===== src/binary_min_heap_queue_assert.svh =====
// ----------------------------------------------------------------------------
// Assertion macros for the binary min-heap queue
// Concurrent checks that compile away when SYNTHESIS is defined.
// ----------------------------------------------------------------------------
`ifndef BINARY_MIN_HEAP_QUEUE_ASSERT_SVH
`define BINARY_MIN_HEAP_QUEUE_ASSERT_SVH

`ifndef SYNTHESIS

// same-cycle implication
`define BMHQ_ASSERT_IMP(lbl, ck, rn, ante, cons, msg) \
  lbl: assert property (@(posedge ck) disable iff (!rn) (ante) |-> (cons)) \
    else $error(msg);

// next-cycle implication
`define BMHQ_ASSERT_NXT(lbl, ck, rn, ante, cons, msg) \
  lbl: assert property (@(posedge ck) disable iff (!rn) (ante) |=> (cons)) \
    else $error(msg);

`else

`define BMHQ_ASSERT_IMP(lbl, ck, rn, ante, cons, msg)
`define BMHQ_ASSERT_NXT(lbl, ck, rn, ante, cons, msg)

`endif

`endif


===== src/bmhq_pkg.sv =====
`timescale 1ns / 1ps
// ----------------------------------------------------------------------------
// bmhq_pkg
// Field widths, request and status codes, and controller/datapath types.
// ----------------------------------------------------------------------------
package bmhq_pkg;

  localparam int REQ_W   = 3;
  localparam int KEY_W   = 32;
  localparam int POS_W   = 7;
  localparam int STAT_W  = 3;
  localparam int COUNT_W = 8;
  localparam int OP_W    = 4;

  typedef logic [REQ_W-1:0]          req_t;
  typedef logic signed [KEY_W-1:0]   key_t;
  typedef logic [POS_W-1:0]          pos_t;
  typedef logic [STAT_W-1:0]         stat_t;
  typedef logic [COUNT_W-1:0]        count_t;
  typedef logic [OP_W-1:0]           op_t;

  localparam req_t REQ_INSERT   = 3'd0;
  localparam req_t REQ_EXTRACT  = 3'd1;
  localparam req_t REQ_PEEK     = 3'd2;
  localparam req_t REQ_DECREASE = 3'd3;
  localparam req_t REQ_DELETE   = 3'd4;

  localparam stat_t ST_OK     = 3'd0;
  localparam stat_t ST_EMPTY  = 3'd1;
  localparam stat_t ST_FULL   = 3'd2;
  localparam stat_t ST_BADPOS = 3'd3;
  localparam stat_t ST_LARGER = 3'd4;

  // datapath micro-operations
  localparam op_t OP_NOP       = 4'd0;
  localparam op_t OP_INSERT    = 4'd1;
  localparam op_t OP_RD_TOP    = 4'd2;
  localparam op_t OP_RD_POS    = 4'd3;
  localparam op_t OP_RD_LAST   = 4'd4;
  localparam op_t OP_PEEK      = 4'd5;
  localparam op_t OP_EXTRACT   = 4'd6;
  localparam op_t OP_DEC_CHECK = 4'd7;
  localparam op_t OP_DEL_GO    = 4'd8;
  localparam op_t OP_DN_STEP   = 4'd9;
  localparam op_t OP_RD_PARENT = 4'd10;
  localparam op_t OP_UP_STEP   = 4'd11;
  localparam op_t OP_RES_LOAD  = 4'd12;

  typedef struct packed {
    logic capture;
    op_t  op;
  } cmd_t;

  typedef struct packed {
    logic imm_fail;
    logic larger;
    logic in_range;
    logic dn_stop;
    logic at_start;
    logic up_stop;
  } sts_t;

endpackage


===== src/bmhq_ctrl.sv =====
`timescale 1ns / 1ps
// ----------------------------------------------------------------------------
// bmhq_ctrl
// Request sequencer: fetch, sift down, sift up and result handoff.
// ----------------------------------------------------------------------------
`include "binary_min_heap_queue_assert.svh"

module bmhq_ctrl (
  input  logic            clk,
  input  logic            rst_n,
  input  logic            in_valid,
  output logic            in_ready,
  input  bmhq_pkg::req_t  in_req_type,
  output logic            out_valid,
  input  logic            out_ready,
  input  bmhq_pkg::sts_t  sts,
  output bmhq_pkg::cmd_t  cmd
);

  localparam int STATE_W = 3;
  localparam logic [STATE_W-1:0] S_IDLE  = 3'd0;
  localparam logic [STATE_W-1:0] S_FETCH = 3'd1;
  localparam logic [STATE_W-1:0] S_DOWN  = 3'd2;
  localparam logic [STATE_W-1:0] S_UP    = 3'd3;
  localparam logic [STATE_W-1:0] S_RESP  = 3'd4;

  logic [STATE_W-1:0] state_r, state_nxt;
  bmhq_pkg::req_t     req_r, req_nxt;
  logic               out_valid_r, out_valid_nxt;

  assign in_ready  = (state_r == S_IDLE);
  assign out_valid = out_valid_r;

  always_comb begin
    state_nxt     = state_r;
    req_nxt       = req_r;
    out_valid_nxt = out_valid_r && !out_ready;
    cmd           = '0;

    unique case (state_r)
      S_IDLE: begin
        if (in_valid) begin
          cmd.capture = 1'b1;
          req_nxt     = in_req_type;
          if (sts.imm_fail) begin
            state_nxt = S_RESP;
          end else begin
            unique case (in_req_type)
              bmhq_pkg::REQ_INSERT: begin
                cmd.op    = bmhq_pkg::OP_INSERT;
                state_nxt = S_UP;
              end
              bmhq_pkg::REQ_EXTRACT,
              bmhq_pkg::REQ_PEEK: begin
                cmd.op    = bmhq_pkg::OP_RD_TOP;
                state_nxt = S_FETCH;
              end
              bmhq_pkg::REQ_DECREASE: begin
                cmd.op    = bmhq_pkg::OP_RD_POS;
                state_nxt = S_FETCH;
              end
              bmhq_pkg::REQ_DELETE: begin
                cmd.op    = bmhq_pkg::OP_RD_LAST;
                state_nxt = S_FETCH;
              end
              default: state_nxt = S_RESP;
            endcase
          end
        end
      end
      S_FETCH: begin
        unique case (req_r)
          bmhq_pkg::REQ_PEEK: begin
            cmd.op    = bmhq_pkg::OP_PEEK;
            state_nxt = S_RESP;
          end
          bmhq_pkg::REQ_EXTRACT: begin
            cmd.op    = bmhq_pkg::OP_EXTRACT;
            state_nxt = S_DOWN;
          end
          bmhq_pkg::REQ_DECREASE: begin
            cmd.op    = bmhq_pkg::OP_DEC_CHECK;
            state_nxt = sts.larger ? S_RESP : S_UP;
          end
          bmhq_pkg::REQ_DELETE: begin
            // deleting the last slot needs no repair
            cmd.op    = bmhq_pkg::OP_DEL_GO;
            state_nxt = sts.in_range ? S_DOWN : S_RESP;
          end
          default: state_nxt = S_RESP;
        endcase
      end
      S_DOWN: begin
        priority if (!sts.dn_stop) begin
          cmd.op = bmhq_pkg::OP_DN_STEP;
        end else if ((req_r == bmhq_pkg::REQ_DELETE) && sts.at_start) begin
          // moved key did not sink, so try to raise it
          cmd.op    = bmhq_pkg::OP_RD_PARENT;
          state_nxt = S_UP;
        end else begin
          cmd.op    = bmhq_pkg::OP_DN_STEP;
          state_nxt = S_RESP;
        end
      end
      S_UP: begin
        cmd.op = bmhq_pkg::OP_UP_STEP;
        if (sts.up_stop) begin
          state_nxt = S_RESP;
        end
      end
      S_RESP: begin
        if (!out_valid_r || out_ready) begin
          cmd.op        = bmhq_pkg::OP_RES_LOAD;
          out_valid_nxt = 1'b1;
          state_nxt     = S_IDLE;
        end
      end
      default: state_nxt = S_IDLE;
    endcase
  end

  always_ff @(posedge clk) begin
    if (!rst_n) begin
      state_r     <= S_IDLE;
      out_valid_r <= 1'b0;
    end else begin
      state_r     <= state_nxt;
      out_valid_r <= out_valid_nxt;
    end
  end

  always_ff @(posedge clk) begin
    req_r <= req_nxt;
  end

  `BMHQ_ASSERT_NXT(a_accept_leaves_idle, clk, rst_n, in_valid && in_ready, state_r != S_IDLE, "request transfer did not start work")
  `BMHQ_ASSERT_IMP(a_load_free_slot, clk, rst_n, cmd.op == bmhq_pkg::OP_RES_LOAD, !out_valid_r || out_ready, "result overwrote a pending transfer")
  `BMHQ_ASSERT_NXT(a_out_hold, clk, rst_n, out_valid_r && !out_ready, out_valid_r, "result dropped before transfer")

endmodule


===== config.mk =====
export PLATFORM = sky130hd
export DESIGN_NAME = bmhq_ctrl
export DESIGN_NICKNAME = d
export VERILOG_FILES = /design/src/bmhq_pkg.sv /design/src/bmhq_ctrl.sv
export VERILOG_INCLUDE_DIRS = /design/src /design/src/src
export SDC_FILE = /design/constraint.sdc
export NUM_CORES = 1
export LEC_CHECK = 0
export BUFFER_PORTS_ARGS = -buffer_cell sky130_fd_sc_hd__buf_4
export CELL_PAD_IN_SITES_DETAIL_PLACEMENT = 1
export CELL_PAD_IN_SITES_GLOBAL_PLACEMENT = 2
export CORE_UTILIZATION = 27
export DETAILED_ROUTE_END_ITERATION = 10
export PLACE_DENSITY_LB_ADDON = 0.05
export SETUP_SLACK_MARGIN = 0.2
export SKIP_LAST_GASP = 1
export SLEW_MARGIN = 20
export SYNTH_ARGS = -nofsm -noshare
export SYNTH_HDL_FRONTEND = slang
export SYNTH_SLANG_ARGS = --single-unit

===== constraint.sdc =====
create_clock -name clk -period 1.5 [get_ports clk]
set_input_delay 0.075 -clock clk [delete_from_list [all_inputs] [get_ports clk]]
set_output_delay 0.075 -clock clk [all_outputs]
set_load 0.05 [all_outputs]

# After elaboration in Yosys (flattened, before gate mapping)
# Cells that the tools add are included.
# word_totals
ff_bits,7
elab_cells,52
in_bits,13
out_inout_bits,7
# op_classes
n_reduce_logical,11
n_eq_ne,16
mux,22
# ops
operator,n
2-to-1 mux 3 bit,9
case mux 4 bit (5 select lines),1
== test 3 x 2 -> 1 bit (second input constant),6
case mux 4 bit (4 select lines),1
case mux 3 bit (5 select lines),1
case mux 3 bit (4 select lines),1
== test 3 x 1 -> 1 bit (second input constant),3
== test 3 bit (second input constant),3
case mux 3 bit (3 select lines),1
inequality test 2 bit (second input constant),4
logical NOT 3 bit,2
case mux 3 bit (2 select lines),1
2-to-1 mux 5 bit,1
2-to-1 mux 2 bit,2
2-to-1 mux 4 bit,1
AND reduction 4 bit,1
OR reduction 4 bit,1
2-to-1 mux 1 bit,3
logical AND 1 bit,2
logical NOT 1 bit,2
AND reduction 2 bit,1
OR reduction 2 bit,1
logical OR 1 bit,1

# Logic depth before layout (Yosys ltp)
# logic_depth
word_depth,6
mapped_depth,5
ltp_nobuf,4

# Worst setup path before layout
# No wires, ideal clock.
# synth_timing
kind,reg-to-output
startpoint,register state_r[2]
endpoint,output port cmd[0] (netlist bit)
path_buffers,0
arrival_time_ns,1.880
required_ns,1.425
slack_ns,-0.455
path_stages_with_launch,4
path_cell_list,dfxtp_1 nor3_4 nand3_1 o22ai_1
# synth_lines
item,line,text
from (decl),bmhq_ctrl.sv:27,"logic [STATE_W-1:0] state_r, state_nxt;"
from (signal assigned),bmhq_ctrl.sv:127,state_r <= state_nxt;
to (decl),bmhq_ctrl.sv:17,output bmhq_pkg::cmd_t cmd

==> results.tsv <==
stage	metric	value	unit
outcome	status	finished with violations	
outcome	violations	setup timing	
timing	timing.final.ws_setup	-0.224	ns
floorplanning	fp.dieH	48.7	µm
setup_path	cp_num_buf_inv	1	
global_route	grtUsageMet3	2.83	%
setup_path	cp.required	1.42	ns
floorplanning	die_w	48.7	µm
timing	finalHoldViolCount	0	
finish	layout-drive-gt1-share	60.7	%
global_route	grt_pass1_vias	817	
setup_path	crit_family	simple AND/OR/NAND/NOR gates	
hold_path	min-delay-path-class	in -> reg	
global_route	grt_pass1_wl	3930	µm
setup_path	crit_fanout	4	
global_route	antenna_found_initial	0	
setup_path	crit_path_top_delay_cell	edfxtp_1	
detailed_routing	drt_iter0_drc	8	
floorplanning	core-area	2000	µm²
floorplanning	rows	16	
detailed_routing	viasPerCell	5.23	
timing	period_share	115	%
cts	cts_hold_buf	0	
timing	fin_skew	0.00174	ns
timing	tightestPinTransition	0.330	ns
floorplanning	dieArea	2370	µm²
global_route	grt-busiest-layer	met2	
timing	grt_setup_unrepaired	true	
cts	cts_max_level	1	
global_route	grtUsageMet1	26.7	%
timing	period_needed	1.72	ns
logic_synthesis	synth_seq_cells	7	
detailed_routing	drc	0	
global_route	grt_usage	21.8	%
cts	clk_latency	0.26	ns
logic_synthesis	avgSynthCellArea	8.40	µm²
logic_synthesis	ys_warn_count	0	
setup_path	critical_path.cell_chain	nor3b_4, nand4_1, a32oi_2, o22ai_4, buf_6	
finish	area_growth	89.4	%
placed_design	gp_congestion	0.820	
timing	max_slew_margin	77.8	%
floorplanning	start_util	29.4	%
finish	antenna_cells	0	
setup_path	cp.arrival	1.65	ns
cts	cts_buffers	3	
floorplanning	io_pins	20	
timing	fin_hold_ws	0.0251	ns
logic_synthesis	synth.cell_area	588	µm²
setup_path	worst_setup_path_end_kind	output pin	
global_route	grt_max_degree	12	
logic_synthesis	seq_area_frac_synth	28.9	%
power_and_ir_drop	p_leak	0.449	nW
finish	nets	126	
setup_path	path_class	reg -> out	
timing	fmax	0.580	GHz
detailed_routing	avgRoutedWirePerCell	16.5	µm
cts	cts.clk_slew.worst_paths	0.06	ns
detailed_routing	routed_wl	2300	µm
logic_synthesis	yosysUniqueCellTypes	38	
logic_synthesis	synthCells	70	
flow_run	drv_cap	0	
setup_path	slowest_delay	0.45	ns
cts	cts-root-buf	clkbuf_4	
finish	final_util	55.6	%
timing	setup_viol	4	
detailed_routing	antenna_left	0	
global_route	gr-total-overflow	0	
placed_design	port_buffers	19	
power_and_ir_drop	cellPowerDensity	723	nW/µm²
placed_design	place_ws	0.0517	ns
global_route	gr-usage-met2	39.6	%
cts	cts_max_path_buffers	2	
cts	cts_tree	done	
timing	slew_viol_final	0	
detailed_routing	drtPass1Iterations	4	
power_and_ir_drop	ir_worst_vdd	0.478	mV
logic_synthesis	syn_nets	83	
placed_design	hpwl	1550	µm
detailed_routing	via_count	727	
cts	cts_sinks	7	
setup_path	critical_path.startpoint_type	register	
==> what timing repair did <==
action | 4_1_cts | 5_1_grt
buffers inserted | 8 | 2
pin swaps | 17 | 5
gates resized for setup | 26 | 4
endpoints found under the setup margin | 9 | 12
==> layout by cell type (no fill, tap or decap), types with 2 or more instances in the layout <==
cell,count
nand2_1,6
nor2_1,7
o21ai_4,2
clkbuf_4,3
o22ai_4,2
a31oi_1,2
edfxtp_1,3
dfxtp_4,2
nand3_1,3
nand4_1,2
inv_1,2
buf_8,3
buf_4,26
buf_6,12
dfxtp_2,2
nor2b_1,3
==> registers in the layout (all words and copies together), names as in the netlist <==
name / cells
state_r: 3
out_valid: 1
req_r: 3
==> where the power goes <==
part | switching [mW] | internal (mW) | leakage (nW)
Combinational | 0.206 | 0.185 | 0.370
Sequential | 0.0198 | 0.214 | 0.0638
Clock | 0.0791 | 0.102 | 0.0150
Total | 0.305 | 0.501 | 0.449
==> layout make-up <==
cell class,count,area [µm²]
Fill cell,229,888
Tap cell,27,33.8
Clock buffer,4,26.3
Timing Repair Buffer,41,375
Multi-Input combinational cell,56,479
Inverter,4,18.8
Sequential cell,7,180
==> routing by layer <==
| metal | wire, µm | vias up |
|---|---|---|
| met1 | 1040 | 353 |
| met3 | 40 | 5 |
| li1 | - | 355 |
| met5 | 0 | - |
| met2 | 1180 | 14 |
| met4 | 32 | 0 |
==> through the flow <==
stage	cell area [µm²]	instances	TNS [ns]	total power, mW
floorplan	653	70	-0.739	0.425
global placement	890	125	0	0.539
detailed placement	890	125	0	0.539
CTS	1080	137	-0.490	0.791
global route	1110	139	-1.04	0.840
finish	1110	139	-0.674	0.805
==> cells by family (layout without fill, tap and decap cells) <==
family / after synthesis / count (layout) / synth area share (%)
buffers and inverters: 7 / 49 / 7.66
multiplexers: 1 / 1 / 1.70
flip-flops: 7 / 7 / 28.9
AND/OR/NAND/NOR: 32 / 32 / 33.4
XOR/XNOR: 1 / 1 / 1.49
AO/OA/AOI/OAI: 22 / 22 / 26.8
==> cell usage after synthesis, drive strengths merged <==
cell type	n	area (µm²)
a211oi	1	12.5
a21oi	3	15.0
a221oi	1	8.76
a22oi	1	7.51
a31o	1	8.76
a31oi	2	12.5
a32oi	1	8.76
and2b	1	7.51
and3	1	6.26
and3b	1	8.76
and4bb	1	12.5
buf	3	30.0
dfxtp	4	80.1
edfxtp	3	90.1
inv	4	15.0
mux2i	1	10.0
nand2	7	26.3
nand2b	1	6.26
nand3	3	15.0
nand4	2	12.5
nor2	7	26.3
nor2b	4	27.5
nor3	1	16.3
nor3b	1	18.8
nor4	1	6.26
o2111a	1	11.3
o211ai	1	7.51
o21a	1	7.51
o21ai	4	20.0
o22ai	2	12.5
o31ai	2	15.0
o32a	1	10.0
or3	1	6.26
xor2	1	8.76
==> path summary, 6_finish.rpt <==
| path | start | to | slack, ns | depth (start not counted) |
|---|---|---|---|---|
| worst min-delay path | in_req_type[2] | req_r[2]$_DFFE_PP_ | 0.03 | 1 |
| worst min register to register | state_r[0]$_SDFFE_PN0P_ | state_r[0]$_SDFFE_PN0P_ | 0.57 | 2 |
| worst max-delay path | req_r[0]$_DFFE_PP_ | cmd[0] | -0.22 | 5 |
| worst max register to register | req_r[1]$_DFFE_PP_ | state_r[0]$_SDFFE_PN0P_ | 0.03 | 6 |
No activity file was read; power rests on OpenSTA's default activity.
